### src/hw/rtl/assert_macros.svh
// assertion macros shared by the date string parser rtl
`ifndef ASSERT_MACROS_SVH
`define ASSERT_MACROS_SVH

`ifndef SYNTHESIS

// property must hold at every clock edge outside reset
`define ASSERT_ALWAYS(name, clk, rst, prop) \
   name: assert property (@(posedge clk) disable iff (rst) (prop)) \
      else $error("assertion failed");

// expression must never be true outside reset
`define ASSERT_NEVER(name, clk, rst, expr) \
   name: assert property (@(posedge clk) disable iff (rst) !(expr)) \
      else $error("forbidden condition seen");

`else

`define ASSERT_ALWAYS(name, clk, rst, prop)
`define ASSERT_NEVER(name, clk, rst, expr)

`endif

`endif

### src/hw/rtl/pdsp_pkg.sv
// types, constants and tables of the date string parser
`default_nettype none

package pdsp_pkg;

   // field widths
   localparam int CharWidth    = 8;
   localparam int UtcWidth     = 39;
   localparam int ZoneMinWidth = 13;
   localparam int FieldWidth   = 14;
   localparam int CountWidth   = 3;
   localparam int YearWidth    = 14;
   localparam int MonthWidth   = 4;
   localparam int DayWidth     = 5;
   localparam int HourWidth    = 5;
   localparam int MinWidth     = 6;
   localparam int SecWidth     = 6;
   localparam int DoyWidth     = 9;

   // shared multiply-add unit
   localparam int MacAWidth = 36;
   localparam int MacBWidth = 12;
   localparam int AccWidth  = 40;

   // character codes
   localparam logic [CharWidth-1:0] CharD     = 8'h44;
   localparam logic [CharWidth-1:0] CharColon = 8'h3A;
   localparam logic [CharWidth-1:0] CharPlus  = 8'h2B;
   localparam logic [CharWidth-1:0] CharMinus = 8'h2D;
   localparam logic [CharWidth-1:0] CharZ     = 8'h5A;
   localparam logic [CharWidth-1:0] CharQuote = 8'h27;
   localparam logic [CharWidth-1:0] CharZero  = 8'h30;
   localparam logic [CharWidth-1:0] CharNine  = 8'h39;

   // field limits
   localparam logic [FieldWidth-1:0] YearMax    = 14'd9999;
   localparam logic [FieldWidth-1:0] MonthMax   = 14'd12;
   localparam logic [FieldWidth-1:0] DayMax     = 14'd31;
   localparam logic [FieldWidth-1:0] HourMax    = 14'd23;
   localparam logic [FieldWidth-1:0] MinSecMax  = 14'd59;
   localparam logic [CountWidth-1:0] YearDigits = 3'd4;
   localparam logic [CountWidth-1:0] PairDigits = 3'd2;

   // calendar arithmetic: year shifted by one 400-year era keeps it positive
   localparam int YearBias       = 400;
   localparam int DaysPerYear    = 365;
   localparam int HoursPerDay    = 24;
   localparam int SixtyUnits     = 60;
   // ceil(2^16 / 25), also ceil(2^18 / 100): quarter-year count to centuries
   localparam int RecipCentury   = 2622;
   localparam int CenturyShift   = 16;
   localparam int QuadCentShift  = 18;
   // days from the biased march-based origin to 1970-01-01, plus one for day 1
   localparam int DayEpochShift  = 865566;

   // zone marker
   typedef enum logic [1:0] {
      ZoneNone,
      ZonePlus,
      ZoneMinus,
      ZoneUtc
   } pdsp_zone_type;

   // parsed fields handed from the scanner to the converter
   typedef struct packed {
      logic                  ok;
      logic [YearWidth-1:0]  year;
      logic [MonthWidth-1:0] month;
      logic [DayWidth-1:0]   day;
      logic [HourWidth-1:0]  hour;
      logic [MinWidth-1:0]   minute;
      logic [SecWidth-1:0]   second;
      pdsp_zone_type         zsign;
      logic [MinWidth-1:0]   zhour;
      logic [MinWidth-1:0]   zminute;
   } pdsp_snap_type;

   // days before the month in a year that starts in march
   function automatic logic [DoyWidth-1:0] month_offset(input logic [MonthWidth-1:0] month);
      logic [DoyWidth-1:0] offs;
      case (month)
         4'd3:    offs = 9'd0;
         4'd4:    offs = 9'd31;
         4'd5:    offs = 9'd61;
         4'd6:    offs = 9'd92;
         4'd7:    offs = 9'd122;
         4'd8:    offs = 9'd153;
         4'd9:    offs = 9'd184;
         4'd10:   offs = 9'd214;
         4'd11:   offs = 9'd245;
         4'd12:   offs = 9'd275;
         4'd1:    offs = 9'd306;
         4'd2:    offs = 9'd337;
         default: offs = 9'd0;
      endcase
      return offs;
   endfunction

endpackage

`default_nettype wire

### src/hw/rtl/pdsp_if.sv
// valid/ready channels for characters in and parsed dates out
`default_nettype none

interface pdsp_req_if import pdsp_pkg::*; ();
   logic                 valid;
   logic                 ready;
   logic [CharWidth-1:0] char_code;
   logic                 last_char;

   modport source (output valid, output char_code, output last_char, input ready);
   modport sink   (input valid, input char_code, input last_char, output ready);
endinterface

interface pdsp_rsp_if import pdsp_pkg::*; ();
   logic                           valid;
   logic                           ready;
   logic                           date_valid;
   logic signed [UtcWidth-1:0]     utc_seconds;
   logic                           has_zone;
   logic signed [ZoneMinWidth-1:0] zone_minutes;

   modport source (output valid, output date_valid, output utc_seconds,
                   output has_zone, output zone_minutes, input ready);
   modport sink   (input valid, input date_valid, input utc_seconds,
                   input has_zone, input zone_minutes, output ready);
endinterface

`default_nettype wire

### src/hw/rtl/pdf_date_string_parser.sv
// top level of the date string parser: scanner plus converter
//
//   channel  dir  fields                                                       accepted when
//   req_if   in   char_code[7:0], last_char                                    valid && ready
//   rsp_if   out  date_valid, utc_seconds[38:0], has_zone, zone_minutes[12:0]  valid && ready
//
// an ordinary character is handled in the scanner alone
// the final character passes the scanner, then takes six passes through
// the shared multiply-add unit, the last of which loads the result register
// req_if.ready is low during those six passes
// the last pass holds while the previous item still waits on rsp_if
// reset is synchronous and returns the scanner to the start of a string
`default_nettype none
`include "assert_macros.svh"

module pdf_date_string_parser import pdsp_pkg::*; (
   input  logic        clock,
   input  logic        reset,
   pdsp_req_if.sink    req_if,
   pdsp_rsp_if.source  rsp_if
);

   logic          take;
   logic          start;
   logic          conv_idle;
   pdsp_snap_type snap;

   // characters are taken whenever the converter is free
   assign req_if.ready = conv_idle;
   assign take         = req_if.valid && req_if.ready;

   pdsp_scan u_scan (
      .clock   (clock),
      .reset   (reset),
      .take_i  (take),
      .char_i  (req_if.char_code),
      .last_i  (req_if.last_char),
      .start_o (start),
      .snap_o  (snap)
   );

   pdsp_conv u_conv (
      .clock       (clock),
      .reset       (reset),
      .start_i     (start),
      .snap_i      (snap),
      .idle_o      (conv_idle),
      .res_valid_o (rsp_if.valid),
      .res_ready_i (rsp_if.ready),
      .res_ok_o    (rsp_if.date_valid),
      .res_utc_o   (rsp_if.utc_seconds),
      .res_zone_o  (rsp_if.has_zone),
      .res_zmin_o  (rsp_if.zone_minutes)
   );

   `ASSERT_NEVER(a_handshake_known, clock, reset, $isunknown({req_if.ready, rsp_if.valid}))

endmodule

`default_nettype wire

### src/hw/rtl/pdsp_mac.sv
// shared signed multiply-add unit: y = a * b + c
`default_nettype none

module pdsp_mac import pdsp_pkg::*; (
   input  logic signed [MacAWidth-1:0] a_i,
   input  logic        [MacBWidth-1:0] b_i,
   input  logic signed [AccWidth-1:0]  c_i,
   output logic signed [AccWidth-1:0]  y_o
);

   logic signed [MacAWidth+MacBWidth:0] prod;

   // multiplier constant is always positive
   assign prod = a_i * $signed({1'b0, b_i});
   assign y_o  = $signed(prod[AccWidth-1:0]) + c_i;

endmodule

`default_nettype wire

### src/hw/rtl/pdsp_scan.sv
// character scanner: prefix, fixed-width fields, range checks and zone
`default_nettype none
`include "assert_macros.svh"

module pdsp_scan import pdsp_pkg::*; (
   input  logic                 clock,
   input  logic                 reset,
   input  logic                 take_i,
   input  logic [CharWidth-1:0] char_i,
   input  logic                 last_i,
   output logic                 start_o,
   output pdsp_snap_type        snap_o
);

   typedef enum logic [3:0] {
      PH_START,
      PH_COLON,
      PH_YEAR,
      PH_MONTH,
      PH_DAY,
      PH_HOUR,
      PH_MINUTE,
      PH_SECOND,
      PH_ZHOUR,
      PH_ZQUOTE,
      PH_ZMIN,
      PH_ZCLOSE,
      PH_DONE,
      PH_ZSTART
   } phase_type;

   phase_type              phase_ff, phase_in;
   logic [CountWidth-1:0]  count_ff, count_in;
   logic [FieldWidth-1:0]  field_ff, field_in;
   logic [YearWidth-1:0]   year_ff, year_in;
   logic [MonthWidth-1:0]  month_ff, month_in;
   logic [DayWidth-1:0]    day_ff, day_in;
   logic [HourWidth-1:0]   hour_ff, hour_in;
   logic [MinWidth-1:0]    minute_ff, minute_in;
   logic [SecWidth-1:0]    second_ff, second_in;
   pdsp_zone_type          zsign_ff, zsign_in;
   logic [MinWidth-1:0]    zhour_ff, zhour_in;
   logic [MinWidth-1:0]    zminute_ff, zminute_in;
   logic                   err_ff, err_in;

   logic                   is_zone;
   logic                   is_digit;
   logic                   take_zone;
   logic                   do_digit;
   phase_type              dig_phase;
   logic [FieldWidth-1:0]  field_sum;
   logic [CountWidth-1:0]  count_inc;
   logic [CountWidth-1:0]  field_len;
   logic [FieldWidth-1:0]  field_lo;
   logic [FieldWidth-1:0]  field_hi;
   logic                   end_ok;

   // character classes
   assign is_zone   = (char_i == CharPlus) || (char_i == CharMinus) || (char_i == CharZ);
   assign is_digit  = (char_i >= CharZero) && (char_i <= CharNine);
   assign field_sum = (field_ff << 3) + (field_ff << 1) + {10'd0, char_i[3:0]};
   assign count_inc = count_ff + 3'd1;

   // width and limits of the field being read
   always_comb begin
      field_len = PairDigits;
      field_lo  = '0;
      field_hi  = MinSecMax;
      unique case (dig_phase)
         PH_YEAR: begin
            field_len = YearDigits;
            field_hi  = YearMax;
         end
         PH_MONTH: begin
            field_lo = 14'd1;
            field_hi = MonthMax;
         end
         PH_DAY: begin
            field_lo = 14'd1;
            field_hi = DayMax;
         end
         PH_HOUR: begin
            field_hi = HourMax;
         end
         default: begin
            field_hi = MinSecMax;
         end
      endcase
   end

   // next state for one character
   always_comb begin
      phase_in   = phase_ff;
      count_in   = count_ff;
      field_in   = field_ff;
      year_in    = year_ff;
      month_in   = month_ff;
      day_in     = day_ff;
      hour_in    = hour_ff;
      minute_in  = minute_ff;
      second_in  = second_ff;
      zsign_in   = zsign_ff;
      zhour_in   = zhour_ff;
      zminute_in = zminute_ff;
      err_in     = err_ff;
      take_zone  = 1'b0;
      do_digit   = 1'b0;
      dig_phase  = phase_ff;

      // dispatch on phase, nothing moves once an error is seen
      if (!err_ff) begin
         unique case (phase_ff)
            PH_START: begin
               if (char_i == CharD) begin
                  phase_in = PH_COLON;
               end else begin
                  phase_in  = PH_YEAR;
                  dig_phase = PH_YEAR;
                  do_digit  = 1'b1;
               end
            end
            PH_COLON: begin
               if (char_i == CharColon) phase_in = PH_YEAR;
               else err_in = 1'b1;
            end
            PH_YEAR, PH_ZHOUR, PH_ZMIN: begin
               do_digit = 1'b1;
            end
            PH_MONTH, PH_DAY, PH_HOUR, PH_MINUTE, PH_SECOND: begin
               if (count_ff == '0 && is_zone) take_zone = 1'b1;
               else do_digit = 1'b1;
            end
            PH_ZSTART: begin
               if (is_zone) take_zone = 1'b1;
               else err_in = 1'b1;
            end
            PH_ZQUOTE: begin
               if (char_i == CharQuote) phase_in = PH_ZMIN;
               else err_in = 1'b1;
            end
            PH_ZCLOSE: begin
               if (char_i == CharQuote) phase_in = PH_DONE;
               else err_in = 1'b1;
            end
            default: begin
               err_in = 1'b1;
            end
         endcase
      end

      // zone marker starts the zone fields
      if (take_zone) begin
         count_in = '0;
         field_in = '0;
         if (char_i == CharZ) begin
            zsign_in = ZoneUtc;
            phase_in = PH_DONE;
         end else begin
            zsign_in = (char_i == CharPlus) ? ZonePlus : ZoneMinus;
            phase_in = PH_ZHOUR;
         end
      end

      // digit accumulate, range check and store on the field's last digit
      if (do_digit) begin
         if (!is_digit) begin
            err_in = 1'b1;
         end else begin
            field_in = field_sum;
            count_in = count_inc;
            if (count_inc == field_len) begin
               field_in = '0;
               count_in = '0;
               if (field_sum < field_lo || field_sum > field_hi) begin
                  err_in = 1'b1;
               end else begin
                  unique case (dig_phase)
                     PH_YEAR: begin
                        year_in  = field_sum;
                        phase_in = PH_MONTH;
                     end
                     PH_MONTH: begin
                        month_in = field_sum[MonthWidth-1:0];
                        phase_in = PH_DAY;
                     end
                     PH_DAY: begin
                        day_in   = field_sum[DayWidth-1:0];
                        phase_in = PH_HOUR;
                     end
                     PH_HOUR: begin
                        hour_in  = field_sum[HourWidth-1:0];
                        phase_in = PH_MINUTE;
                     end
                     PH_MINUTE: begin
                        minute_in = field_sum[MinWidth-1:0];
                        phase_in  = PH_SECOND;
                     end
                     PH_SECOND: begin
                        second_in = field_sum[SecWidth-1:0];
                        phase_in  = PH_ZSTART;
                     end
                     PH_ZHOUR: begin
                        zhour_in = field_sum[MinWidth-1:0];
                        phase_in = PH_ZQUOTE;
                     end
                     PH_ZMIN: begin
                        zminute_in = field_sum[MinWidth-1:0];
                        phase_in   = PH_ZCLOSE;
                     end
                     default: begin
                        err_in = 1'b1;
                     end
                  endcase
               end
            end
         end
      end
   end

   // string may stop between fields after the year, after the zone hour, or after the zone
   always_comb begin
      unique case (phase_in)
         PH_MONTH, PH_DAY, PH_HOUR, PH_MINUTE, PH_SECOND: end_ok = (count_in == '0);
         PH_ZSTART, PH_ZQUOTE, PH_DONE:                   end_ok = 1'b1;
         default:                                         end_ok = 1'b0;
      endcase
   end

   // fields as they stand after the final character
   assign start_o         = take_i && last_i;
   assign snap_o.ok       = !err_in && end_ok;
   assign snap_o.year     = year_in;
   assign snap_o.month    = month_in;
   assign snap_o.day      = day_in;
   assign snap_o.hour     = hour_in;
   assign snap_o.minute   = minute_in;
   assign snap_o.second   = second_in;
   assign snap_o.zsign    = zsign_in;
   assign snap_o.zhour    = zhour_in;
   assign snap_o.zminute  = zminute_in;

   // scanner state, back to defaults after the final character
   always_ff @(posedge clock) begin
      if (reset || (take_i && last_i)) begin
         phase_ff   <= PH_START;
         count_ff   <= '0;
         field_ff   <= '0;
         year_ff    <= '0;
         month_ff   <= 4'd1;
         day_ff     <= 5'd1;
         hour_ff    <= '0;
         minute_ff  <= '0;
         second_ff  <= '0;
         zsign_ff   <= ZoneNone;
         zhour_ff   <= '0;
         zminute_ff <= '0;
         err_ff     <= 1'b0;
      end else if (take_i) begin
         phase_ff   <= phase_in;
         count_ff   <= count_in;
         field_ff   <= field_in;
         year_ff    <= year_in;
         month_ff   <= month_in;
         day_ff     <= day_in;
         hour_ff    <= hour_in;
         minute_ff  <= minute_in;
         second_ff  <= second_in;
         zsign_ff   <= zsign_in;
         zhour_ff   <= zhour_in;
         zminute_ff <= zminute_in;
         err_ff     <= err_in;
      end
   end

   `ASSERT_ALWAYS(a_clear_after_last, clock, reset, (take_i && last_i) |=> (phase_ff == PH_START && !err_ff && count_ff == '0))
   `ASSERT_ALWAYS(a_count_in_field, clock, reset, count_ff < YearDigits)

endmodule

`default_nettype wire

### src/hw/rtl/pdsp_conv.sv
// civil date to utc seconds, six passes through the shared multiply-add unit
`default_nettype none
`include "assert_macros.svh"

module pdsp_conv import pdsp_pkg::*; (
   input  logic                           clock,
   input  logic                           reset,
   input  logic                           start_i,
   input  pdsp_snap_type                  snap_i,
   output logic                           idle_o,
   output logic                           res_valid_o,
   input  logic                           res_ready_i,
   output logic                           res_ok_o,
   output logic signed [UtcWidth-1:0]     res_utc_o,
   output logic                           res_zone_o,
   output logic signed [ZoneMinWidth-1:0] res_zmin_o
);

   typedef enum logic [2:0] {
      ST_IDLE,
      ST_ZONE,
      ST_QUOT,
      ST_DAYS,
      ST_HOUR,
      ST_MIN,
      ST_SEC
   } state_type;

   state_type                      state_ff;
   pdsp_snap_type                  snap_ff;
   logic signed [AccWidth-1:0]     acc_ff;
   logic signed [ZoneMinWidth-1:0] zmin_ff;
   logic                           res_valid_ff;
   logic                           res_ok_ff;
   logic signed [UtcWidth-1:0]     res_utc_ff;
   logic                           res_zone_ff;
   logic signed [ZoneMinWidth-1:0] res_zmin_ff;

   logic                           early_month;
   logic [YearWidth-1:0]           year_biased;
   logic [YearWidth-3:0]           year_quarter;
   logic [ZoneMinWidth-1:0]        zone_mag;
   logic signed [MacAWidth-1:0]    mac_a;
   logic [MacBWidth-1:0]           mac_b;
   logic signed [AccWidth-1:0]     mac_c;
   logic signed [AccWidth-1:0]     mac_y;
   logic                           res_load;

   // january and february count with the previous year
   assign early_month  = (snap_ff.month <= 4'd2);
   assign year_biased  = snap_ff.year + YearWidth'(YearBias) - {{(YearWidth-1){1'b0}}, early_month};
   assign year_quarter = year_biased[YearWidth-1:2];
   assign zone_mag     = {1'b0, acc_ff[ZoneMinWidth-2:0]};

   // last pass may load the result register once it is free
   assign res_load = (state_ff == ST_SEC) && (!res_valid_ff || res_ready_i);

   // operand select for the current pass
   always_comb begin
      mac_a = '0;
      mac_b = '0;
      mac_c = '0;
      unique case (state_ff)
         ST_ZONE: begin
            // zone offset magnitude in minutes
            mac_a = MacAWidth'(snap_ff.zhour);
            mac_b = MacBWidth'(SixtyUnits);
            mac_c = AccWidth'(snap_ff.zminute);
         end
         ST_QUOT: begin
            // reciprocal product gives year/100 and year/400
            mac_a = MacAWidth'(year_quarter);
            mac_b = MacBWidth'(RecipCentury);
         end
         ST_DAYS: begin
            mac_a = MacAWidth'(year_biased);
            mac_b = MacBWidth'(DaysPerYear);
            mac_c = AccWidth'(year_quarter)
                  - AccWidth'(acc_ff[22:CenturyShift])
                  + AccWidth'(acc_ff[22:QuadCentShift])
                  + AccWidth'(month_offset(snap_ff.month))
                  + AccWidth'(snap_ff.day)
                  - AccWidth'(DayEpochShift);
         end
         ST_HOUR: begin
            mac_a = acc_ff[MacAWidth-1:0];
            mac_b = MacBWidth'(HoursPerDay);
            mac_c = AccWidth'(snap_ff.hour);
         end
         ST_MIN: begin
            // local minutes minus zone offset
            mac_a = acc_ff[MacAWidth-1:0];
            mac_b = MacBWidth'(SixtyUnits);
            mac_c = AccWidth'(snap_ff.minute)
                  - {{(AccWidth-ZoneMinWidth){zmin_ff[ZoneMinWidth-1]}}, zmin_ff};
         end
         ST_SEC: begin
            mac_a = acc_ff[MacAWidth-1:0];
            mac_b = MacBWidth'(SixtyUnits);
            mac_c = AccWidth'(snap_ff.second);
         end
         default: begin
            mac_a = '0;
         end
      endcase
   end

   pdsp_mac u_mac (
      .a_i (mac_a),
      .b_i (mac_b),
      .c_i (mac_c),
      .y_o (mac_y)
   );

   // sequencer with accumulator and result registers
   always_ff @(posedge clock) begin
      if (reset) begin
         state_ff     <= ST_IDLE;
         res_valid_ff <= 1'b0;
      end else begin
         unique case (state_ff)
            ST_IDLE: begin
               if (start_i) begin
                  snap_ff  <= snap_i;
                  state_ff <= ST_ZONE;
               end
            end
            ST_ZONE: begin
               acc_ff   <= mac_y;
               state_ff <= ST_QUOT;
            end
            ST_QUOT: begin
               unique case (snap_ff.zsign)
                  ZonePlus:  zmin_ff <= $signed(zone_mag);
                  ZoneMinus: zmin_ff <= -$signed(zone_mag);
                  default:   zmin_ff <= '0;
               endcase
               acc_ff   <= mac_y;
               state_ff <= ST_DAYS;
            end
            ST_DAYS: begin
               acc_ff   <= mac_y;
               state_ff <= ST_HOUR;
            end
            ST_HOUR: begin
               acc_ff   <= mac_y;
               state_ff <= ST_MIN;
            end
            ST_MIN: begin
               acc_ff   <= mac_y;
               state_ff <= ST_SEC;
            end
            ST_SEC: begin
               // hold the last pass while the previous item still waits
               if (res_load) begin
                  res_ok_ff   <= snap_ff.ok;
                  res_utc_ff  <= snap_ff.ok ? mac_y[UtcWidth-1:0] : '0;
                  res_zone_ff <= snap_ff.ok && (snap_ff.zsign != ZoneNone);
                  res_zmin_ff <= snap_ff.ok ? zmin_ff : '0;
                  state_ff    <= ST_IDLE;
               end
            end
            default: begin
               state_ff <= ST_IDLE;
            end
         endcase

         // result valid: set by the last pass, cleared when taken
         if (res_load) res_valid_ff <= 1'b1;
         else if (res_ready_i) res_valid_ff <= 1'b0;
      end
   end

   assign idle_o      = (state_ff == ST_IDLE);
   assign res_valid_o = res_valid_ff;
   assign res_ok_o    = res_ok_ff;
   assign res_utc_o   = res_utc_ff;
   assign res_zone_o  = res_zone_ff;
   assign res_zmin_o  = res_zmin_ff;

   `ASSERT_ALWAYS(a_start_when_idle, clock, reset, start_i |-> (state_ff == ST_IDLE))
   `ASSERT_ALWAYS(a_rsp_held, clock, reset, (res_valid_ff && !res_ready_i) |=> (res_valid_ff && $stable(res_utc_ff)))
   `ASSERT_ALWAYS(a_invalid_zeroed, clock, reset, (res_valid_ff && !res_ok_ff) |-> (res_utc_ff == '0 && !res_zone_ff && res_zmin_ff == '0))

endmodule

`default_nettype wire
### src/flat_wrapper.sv
// flat-port wrapper written by rule: the top's interface ports become plain ports
module pdf_date_string_parser_flat import pdsp_pkg::*;
  (clock, reset, req_if_valid, req_if_char_code, req_if_last_char, req_if_ready, rsp_if_valid, rsp_if_date_valid, rsp_if_utc_seconds, rsp_if_has_zone, rsp_if_zone_minutes, rsp_if_ready);
  pdsp_req_if req_if_i ();
  pdsp_rsp_if rsp_if_i ();
  input  logic clock;
  input  logic reset;
  input wire logic [$bits(req_if_i.valid)-1:0] req_if_valid;
  input wire logic [$bits(req_if_i.char_code)-1:0] req_if_char_code;
  input wire logic [$bits(req_if_i.last_char)-1:0] req_if_last_char;
  output wire logic [$bits(req_if_i.ready)-1:0] req_if_ready;
  output wire logic [$bits(rsp_if_i.valid)-1:0] rsp_if_valid;
  output wire logic [$bits(rsp_if_i.date_valid)-1:0] rsp_if_date_valid;
  output wire logic [$bits(rsp_if_i.utc_seconds)-1:0] rsp_if_utc_seconds;
  output wire logic [$bits(rsp_if_i.has_zone)-1:0] rsp_if_has_zone;
  output wire logic [$bits(rsp_if_i.zone_minutes)-1:0] rsp_if_zone_minutes;
  input wire logic [$bits(rsp_if_i.ready)-1:0] rsp_if_ready;
  assign req_if_i.valid = req_if_valid;
  assign req_if_i.char_code = req_if_char_code;
  assign req_if_i.last_char = req_if_last_char;
  assign req_if_ready = req_if_i.ready;
  assign rsp_if_valid = rsp_if_i.valid;
  assign rsp_if_date_valid = rsp_if_i.date_valid;
  assign rsp_if_utc_seconds = rsp_if_i.utc_seconds;
  assign rsp_if_has_zone = rsp_if_i.has_zone;
  assign rsp_if_zone_minutes = rsp_if_i.zone_minutes;
  assign rsp_if_i.ready = rsp_if_ready;
  pdf_date_string_parser u_core (.clock(clock), .reset(reset), .req_if(req_if_i), .rsp_if(rsp_if_i));
endmodule
### config.mk
export PLATFORM = sky130hd
export DESIGN_NAME = pdf_date_string_parser_flat
export DESIGN_NICKNAME = d
export VERILOG_FILES = /design/src/hw/rtl/pdsp_pkg.sv /design/src/hw/rtl/pdsp_if.sv /design/src/hw/rtl/pdf_date_string_parser.sv /design/src/hw/rtl/pdsp_mac.sv /design/src/hw/rtl/pdsp_scan.sv /design/src/hw/rtl/pdsp_conv.sv /design/src/flat_wrapper.sv
export VERILOG_INCLUDE_DIRS = /design/src /design/src/hw/rtl
export SDC_FILE = /design/constraint.sdc
export NUM_CORES = 1
export LEC_CHECK = 0
export ABC_AREA = 1
export BUFFER_PORTS_ARGS = -buffer_cell sky130_fd_sc_hd__buf_2
export CORE_MARGIN = 10
export CORE_UTILIZATION = 45
export DETAILED_ROUTE_END_ITERATION = 6
export MAX_ROUTING_LAYER = met4
export PLACE_DENSITY_LB_ADDON = 0.05
export SLEW_MARGIN = 10
export SYNTH_ARGS = -nofsm -noshare
export SYNTH_HDL_FRONTEND = slang
export SYNTH_SLANG_ARGS = --single-unit
### constraint.sdc
create_clock -name clock -period 7.3 [get_ports clock]
set_clock_uncertainty 0.15 [all_clocks]
set_input_delay 1.46 -clock clock [delete_from_list [all_inputs] [get_ports clock]]
set_output_delay 1.46 -clock clock [all_outputs]
set_load 0.02 [all_outputs]
==> flow_summary.yaml, run 1 <==
timing:
  min_period_ns: 7.78
  tightest_slew_ns: 1.03
  setup_viol: 51
  setup_slack_ns: -0.478
  timing.fmax_ghz: 0.129
  rsz0062_at_grt: "true"
  hold_viol_final: 0
  min_period_over_period_pct: 107
  final_max_slew_viol_count: 0
  slew_headroom_pct: 31.0
synthesis:
  ys_warn_count: 0
  synthMuxAreaShare_pct: 0
  synth-compound-area-share_pct: 10.3
  seq_area_frac_synth_pct: 25.9
  yosys.area_share.simple_pct: 14.9
  synth_cells: 2938
  yosysUniqueCellTypes: 63
  synth_top_family_by_area: "adder cells"
  synthXorXnorAreaFrac_pct: 2.53
  syn_area_per_cell_um2: 8.55
  syn_area_um2: 25100
  synth_seq_cells: 246
  synth_edf_count: 158
  synth-main-ff-cell: "edfxtp_1"
  async_flop_share_pct: 0
  synth-adder-area-share_pct: 34.5
placement:
  dp_hpwl_um: 59200
  dp_cells: 4080
  gp_congestion: 0.972
  portBuffers: 68
worst_setup_path:
  start_kind: "flip-flop"
  cp.required_ns: 7.48
  rrSetupSlack_ns: -0.48
  path_common_cell: "inv_2"
  cp.arrival_ns: 7.96
  path_delay_family: "adder cells"
  critPathSlowestCell: "fa_1"
  crit_path_end_kind: "flip-flop"
  path_class: "reg2reg"
  max_stage_delay_ns: 0.54
  crit_fanout: 3
  crit_buf_inv: 15
finish:
  fin_util_pct: 56.8
  drive_gt1_share_pct: 22.2
  stdcell_count: 4192
  syn2layout_area_growth_pct: 24.7
  layout.nets: 3947
  antenna_cells: 0
route:
  vias_per_cell: 4.88
  vias: 20500
  drt_iter0_drc: 887
  ant_nets: 0
  routedWlPerCell_um: 17.2
  drtPass1Iterations: 5
  wl_um: 72200
  drc: 0
run_status:
  violations: "negative setup slack"
  status: "finished with violations"
clock_tree:
  cts_sinks: 246
  cts_tree: "built"
  cts-root-buf: "clkbuf_16"
  cts.clk_slew.worst_paths_ns: 0.06
  htree_num_levels: 1
  cts_buffers: 29
  clock_latency_ns: 0.59
  clock_path_buffers: 3
  cts-hold-fix-buffers: 0
die:
  core-area_um2: 55200
  die_h_um: 256
  start_util_pct: 45.5
  num_rows: 86
  io-pin-count: 69
  die_area_um2: 65700
  die_w_um: 256
global_route:
  grt_pass1_wl_um: 117000
  grt_usage_pct: 22.7
  grt_overflow: 0
  antenna_found_initial: 0
  grt_max_degree: 85
  grt_pass1_vias: 21900
run:
  drv_cap: 0
worst_hold_path:
  hp-class: "reg2reg"
-- per-stage QoR --
step	setup slack [ns]	hold WS, ns	instance area, µm²	TNS, ns
floorplan	-0.325	0.274	25800	-2.06
global placement	-1.14	0.295	28900	-43.22
detailed placement	-1.20	0.317	28900	-46.30
CTS	-0.392	0.333	31000	-10.68
global route	-0.889	0.365	31300	-37.85
finish	-0.478	0.329	31300	-14.85
-- what timing repair did --
item | CTS | global route
buffers inserted | 50 | 10
setup endpoints to repair | 61 | 63
hold endpoints to repair | 0 | 0
resized for setup | 213 | 65
pin swaps | 145 | 65
-- cell type report --
type / count / area (µm²)
fill: 5126 / 23900
clock inverter: 14 / 114
inverter: 718 / 2700
clock buffer: 40 / 777
tap: 748 / 936
timing repair buffer: 401 / 2930
multi-input combinational: 2025 / 17400
sequential: 246 / 6510
-- path summary, 6_finish.rpt --
path / start / end / cells past startpoint
setup / recovery: u_core.u_conv.snap_ff[36] / u_core.u_conv.res_utc_o[26] / 45
hold reg to reg: u_core.u_scan.day_ff[0] / u_core.u_scan.day_ff[0] / 2
hold / removal: u_core.u_scan.day_ff[0] / u_core.u_scan.day_ff[0] / 2
setup reg to reg: u_core.u_conv.snap_ff[36] / u_core.u_conv.res_utc_o[26] / 45
-- worst register-to-register path: cells and delay by family, from the launching register on --
kind	cells	cell delay [ns]
xor+xnor	2	0.45
buf+inv	15	0.91
flops	1	0.40
compound gates	7	0.96
fa+ha+maj	10	3.84
simple gates	11	0.80
-- Yosys cell counts, drive strengths merged, types with 4 or more instances --
| master | number | area [µm²] |
|---|---|---|
| inv | 715 | 2690 |
| nand2 | 427 | 1640 |
| fa | 299 | 5990 |
| nor2 | 255 | 977 |
| ha | 214 | 2680 |
| o21ai | 203 | 1040 |
| edfxtp | 158 | 4740 |
| a21oi | 150 | 758 |
| dfxtp | 88 | 1760 |
| nand3 | 83 | 488 |
| nor3 | 50 | 262 |
| xor2 | 43 | 384 |
| clkbuf | 41 | 155 |
| nand4 | 28 | 209 |
| xnor2 | 28 | 253 |
| a31oi | 26 | 163 |
| o21bai | 22 | 165 |
| buf | 21 | 131 |
| or2 | 12 | 75.1 |
| a21o | 11 | 82.6 |
| o22ai | 7 | 43.8 |
| a221oi | 5 | 43.8 |
| nand3b | 5 | 50.1 |
| o21a | 5 | 37.5 |
| a211oi | 4 | 30.0 |
| and2 | 4 | 25.0 |
| o2111ai | 4 | 35.0 |
-- logic make-up (layout without fill, tap and decap cells) --
logic type                 Yosys count  count (layout)
buffers and inverters              780            1173
adders and majority gates          513             513
and+or+nand+nor                    867             867
other                                2             115
xor gates and xnor gates            71              71
DFF                                246             246
AOI/OAI and AO/OA                  459             459
-- registers in the layout (all words and copies together) (netlist names), 13 cells and up, named ones only --
name / flops
u_core.u_conv.acc_ff: 36
u_core.u_conv.res_zmin_o: 13
u_core.u_conv.zmin_ff: 13
u_core.u_scan.field_ff: 13
u_core.u_conv.res_utc_o: 39
u_core.u_conv.snap_ff: 55
u_core.u_scan.year_ff: 14
-- layout by cell type, fill, tap and decap left out, types with 14 or more instances in the layout --
cell type and n:
buf_6 14, fa_1 283, nor2_2 26, clkbuf_16 29, ha_4 19, a31oi_1 22, buf_4 316, nor3_1 46
nand2_1 375, nand2_2 42, inv_1 669, nand3_1 68, o21ai_1 58, o21ai_0 120, conb_1 115, ha_1 193
buf_2 68, a21oi_2 32, xor2_1 24, nand4_1 24, edfxtp_1 158, a21oi_1 113, inv_2 44, o21ai_2 23
nor2_1 217, xnor2_1 19, o21bai_1 22, fa_2 16, dfxtp_1 88
-- layer usage --
metal	vias up	global-route usage, %	wire, µm
met5	-	-	0
met4	0	6.74	2510
met3	108	1.56	2040
met2	351	42.2	38300
met1	9935	25.8	29300
li1	10100	-	-
Power of run 1 is left out: the tool's default activity adds up to more than one toggle a clock period on the data nets, which glitch-free logic cannot reach.
==> inputs of run 2 (changes only) <==
- CORE_MARGIN: 10 -> 4
- SLEW_MARGIN: 10 -> default
==> flow_summary.yaml, run 2 (synthesized netlist as in run 1, its figures left out) <==
worst_setup_path:
  path_delay_family: "adder cells"
  r2r_cells: 41
  crit_path_end_kind: "flip-flop"
  crit_fanout: 3
  path_common_cell: "inv_2"
  max_stage_delay_ns: 0.54
  start_kind: "flip-flop"
  cp.arrival_ns: 7.95
  critPathSlowestCell: "fa_1"
  cp.depth: 41
  path_class: "reg2reg"
  crit_buf_inv: 12
  cp.required_ns: 7.49
die:
  die_area_um2: 59700
  io-pin-count: 69
  die_h_um: 244
  start_util_pct: 45.5
  die_w_um: 244
  num_rows: 86
  core-area_um2: 55200
global_route:
  antenna_found_initial: 0
  top_usage_layer: "met2"
  grt_overflow: 0
  gr-usage-met1_pct: 29.1
  gr-usage-met2_pct: 45.9
  use_met3_pct: 2.07
  grt_max_degree: 85
  grt_pass1_vias: 21900
  grt_usage_pct: 25.0
  grt_pass1_wl_um: 115000
timing:
  rsz0062_at_grt: "true"
  min_period_over_period_pct: 106
  setup_slack_ns: -0.460
  final_max_slew_viol_count: 0
  min_period_ns: 7.76
  holdWs_ns: 0.347
  timing.fmax_ghz: 0.129
  tightest_slew_ns: 1.13
  slew_headroom_pct: 24.5
  hold_viol_final: 0
  setup_viol: 51
clock_tree:
  clock_latency_ns: 0.59
  cts-root-buf: "clkbuf_16"
  cts_tree: "built"
  cts_sinks: 246
  htree_num_levels: 1
  cts.clk_slew.worst_paths_ns: 0.06
  clock_path_buffers: 3
  cts-hold-fix-buffers: 0
  cts_buffers: 30
run_status:
  status: "finished with violations"
  violations: "negative setup slack"
finish:
  syn2layout_area_growth_pct: 25.5
  finalInstanceArea_um2: 31500
  layout.nets: 3939
  mostFrequentLayoutCell: "inv_1"
  layout_common_cells: "inv_1, nand2_1, buf_4"
  fin_util_pct: 57.1
  antenna_cells: 0
  largest-register: "u_core.u_conv.snap_ff"
  drive_gt1_share_pct: 22.1
  stdcell_count: 4185
  largest_reg_flops: 55
run:
  drv_cap: 0
route:
  ant_nets: 0
  drtPass1Iterations: 5
  vias: 20400
  routedWlPerCell_um: 17.1
  drt_iter0_drc: 1002
  wl_um: 71800
  drc: 0
  vias_per_cell: 4.86
placement:
  portBuffers: 68
  dp_hpwl_um: 58800
  dp_cells: 4085
  gp_congestion: 0.943
  placed_area_um2: 29000
worst_hold_path:
  holdPathStages: 2
  hp-class: "reg2reg"
==> run 2: cell count changes in the layout (fill, tap and decap cells not counted), sizes merged <==
| cell | before | now |
|---|---|---|
| bufinv | 1 | 2 |
| clkbuf | 40 | 41 |
| clkinv | 12 | 14 |
| buf | 401 | 392 |
| inv | 718 | 716 |
==> run 2: area by class of cell <==
class / instances / area (µm²)
Inverter: 718 / 2700
Clock buffer: 41 / 855
Sequential cell: 246 / 6510
Tap cell: 748 / 936
Timing Repair Buffer: 392 / 2880
Clock inverter: 15 / 173
Multi-Input combinational cell: 2025 / 17500
Fill cell: 5096 / 23700
==> run 2: worst min-delay path: cells and delay by family, from the launching register on <==
kind             cells  cell delay, ns
flip-flops           1            0.33
AO/OA/AOI/OAI        1            0.07
AND/OR/NAND/NOR      1            0.07
==> run 2: metal layers <==
metal  vias up  routed length (µm)
met2       308               37900
li1      10100                   -
met4         0                2770
met3       130                1870
met1      9862               29200
met5         -                   0
==> run 2: what timing repair did <==
item | in CTS | in global routing
setup endpoints to repair | 61 | 63
pin swaps | 109 | 75
gates resized for setup | 171 | 113
setup buffers | 33 | 17
==> run 2: final timing paths <==
kind	startpoint	endpoint	slack, ns
max	u_core.u_conv.snap_ff[36]	u_core.u_conv.res_utc_o[33]	-0.46
min	u_core.u_scan.day_ff[0]	u_core.u_scan.day_ff[0]	0.35
max reg2reg	u_core.u_conv.snap_ff[36]	u_core.u_conv.res_utc_o[33]	-0.46
min reg2reg	u_core.u_scan.day_ff[0]	u_core.u_scan.day_ff[0]	0.35
==> run 2: through the flow <==
stage	setup TNS, ns	worst slack [ns]
floorplan	-2.06	-0.325
global placement	-38.05	-0.922
detailed placement	-39.55	-0.937
CTS	-12.13	-0.392
global route	-34.29	-0.882
finish	-13.87	-0.460
Power of run 2 is left out for the same reason.
==> inputs of run 3 (changes only) <==
- ABC_AREA: 1 -> default
- CTS_CLUSTER_SIZE: default -> 14
==> flow_summary.yaml, run 3 <==
finish:
  syn2layout_area_growth_pct: 25.3
  mostFrequentLayoutCell: "inv_1"
  multi_input_area_um2: 17500
  largest-register: "u_core.u_conv.snap_ff"
  layout.nets: 3439
  drive_gt1_share_pct: 23.4
  layout_common_cells: "inv_1, buf_4, fa_1"
  largest_reg_flops: 55
  fillers: 4708
  regArea_um2: 6510
  finalInstanceArea_um2: 30500
  antenna_cells: 0
  stdcell_count: 3634
power:
  power_mw: 8.95
  leakagePower_nw: 14.7
  power.density_nw_per_um2: 293
  ir_drop_v: 0.000260
timing:
  setup_slack_ns: -1.77
  timing.fmax_ghz: 0.110
  setup_viol: 53
  rsz0062_at_grt: "true"
  min_period_ns: 9.07
  tightest_slew_ns: 1.20
  hold_viol_final: 0
  min_period_over_period_pct: 124
  slew_headroom_pct: 19.8
  final_max_slew_viol_count: 0
synthesis:
  seq_area_frac_synth_pct: 26.7
  yosysTopAreaCell: "fa_1"
  ys_warn_count: 0
  synth_edf_count: 158
  yosysTopAreaCellShare_pct: 24.6
  yosysUniqueCellTypes: 85
  synth_cells: 2423
  async_flop_share_pct: 0
  ys_top_cells_by_count: "inv_1, fa_1, ha_1, nand2_1, edfxtp_1"
  synth_area_leaders: "fa_1, edfxtp_1, ha_1, dfxtp_1, inv_1"
  synth_seq_cells: 246
  synth-main-ff-cell: "edfxtp_1"
  syn_area_um2: 24400
  syn_area_per_cell_um2: 10.1
  yosysMostFrequentCell: "inv_1"
global_route:
  grt_pass1_wl_um: 107000
  grt_usage_pct: 24.3
  grt_max_degree: 56
  grt_overflow: 0
  antenna_found_initial: 0
  grt_pass1_vias: 19500
route:
  drtPass1Iterations: 5
  drc: 0
  ant_nets: 0
  routedWlPerCell_um: 18.4
  vias: 18700
  drt_iter0_drc: 1016
  wl_um: 66900
  vias_per_cell: 5.15
clock_tree:
  cts-hold-fix-buffers: 0
  cts_sinks: 246
  clock_latency_ns: 0.61
  cts.clk_slew.worst_paths_ns: 0.06
  cts_buffers: 31
  cts-root-buf: "clkbuf_16"
  clock_path_buffers: 3
  htree_num_levels: 1
  cts_tree: "built"
worst_setup_path:
  path_class: "reg2reg"
  cp.required_ns: 7.52
  crit_fanout: 4
  cp.arrival_ns: 9.29
  max_stage_delay_ns: 0.55
  start_kind: "flip-flop"
  critPathSlowestCell: "fa_1"
  rrSetupSlack_ns: -1.77
  crit_path_end_kind: "flip-flop"
  path_common_cell: "fa_1"
die:
  start_util_pct: 45.4
  num_rows: 85
  die_h_um: 241
  core-area_um2: 53700
  io-pin-count: 69
  die_w_um: 241
  die_area_um2: 57900
run_status:
  violations: "negative setup slack"
  status: "finished with violations"
placement:
  pre_cts_ws_ns: -2.02
  gp_congestion: 0.903
  dp_cells: 3542
  dp_hpwl_um: 54200
  placed_area_um2: 28400
  portBuffers: 68
run:
  drv_cap: 0
worst_hold_path:
  hp-class: "reg2reg"
[run 3: cell count changes in the layout (fill, tap and decap cells not counted), sizes merged, moves of 40 or more]
cell,delta
nand2,-252
inv,-329
mux2i,+41
o21ai,-98
and2,+84
nor2,-118
a21oi,-52
nand3,-61
and3,+50
xnor2,+40
[run 3: cells by family after synthesis]
family          share of synthesized area, %
simple gates                            12.8
fa+ha+maj                               35.6
buf+inv                                 7.07
compound gates                          11.3
flops                                   26.7
xor+xnor                                3.45
mux                                     3.09
other cells                           0.0308
[run 3: per-stage QoR]
stage	utilization (%)	hold WS [ns]	setup TNS, ns
global placement	52.8	0.288	-67.49
global route	56.8	0.327	-85.65
CTS	55.7	0.305	-66.28
floorplan	-	0.282	-40.39
detailed placement	52.8	0.297	-74.89
finish	56.8	0.301	-66.99
[run 3: repair_timing]
| action | CTS | global route |
|---|---|---|
| gates cloned | 0 | 0 |
| pin swaps | 86 | 79 |
| setup endpoints to repair | 59 | 61 |
| resized for setup | 62 | 96 |
| buffers inserted | 18 | 20 |
[run 3: worst paths after layout]
path	cells after the start	to	from
worst max-delay path	40	u_core.u_conv.res_utc_o[36]	u_core.u_conv.snap_ff[37]
worst min-delay path	2	u_core.u_scan.year_ff[9]	u_core.u_scan.year_ff[9]
worst max register to register	40	u_core.u_conv.res_utc_o[36]	u_core.u_conv.snap_ff[37]
worst min register to register	2	u_core.u_scan.year_ff[9]	u_core.u_scan.year_ff[9]
[run 3: layout make-up]
cell class / count / area share, %
clock inverters: 20 / 0.886
flip-flops and latches: 246 / 21.3
repair buffers: 417 / 9.95
multi-input cells: 1833 / 57.4
clock buffers: 38 / 2.83
inverters: 384 / 4.72
well taps: 696 / 2.85
[run 3: worst max-delay path, delay by kind of cell, from the launching register on]
family | cells | cell delay (ns)
adder cells (fa/ha/maj) | 10 | 3.75
AO/OA/AOI/OAI | 16 | 3.33
buffers and inverters | 9 | 0.70
AND/OR/NAND/NOR | 4 | 0.43
flip-flops | 1 | 0.41
XOR/XNOR | 1 | 0.08
[run 3: where the power goes]
part           internal (mW)  switching, mW
combinational           2.68           2.77
sequential              1.72         0.0702
clock                   1.03          0.673
total                   5.43           3.51
[run 3: per-layer routing]
layer / vias to the layer above / part of all wire, % / track usage [%]
li1: 9025 / - / -
met3: 68 / 4.0 / 2.73
met5: - / 0 / -
met4: 0 / 1.6 / 3.92
met2: 356 / 49 / 40.2
met1: 9276 / 46 / 33.2
No activity file was read; power rests on OpenSTA's default activity.
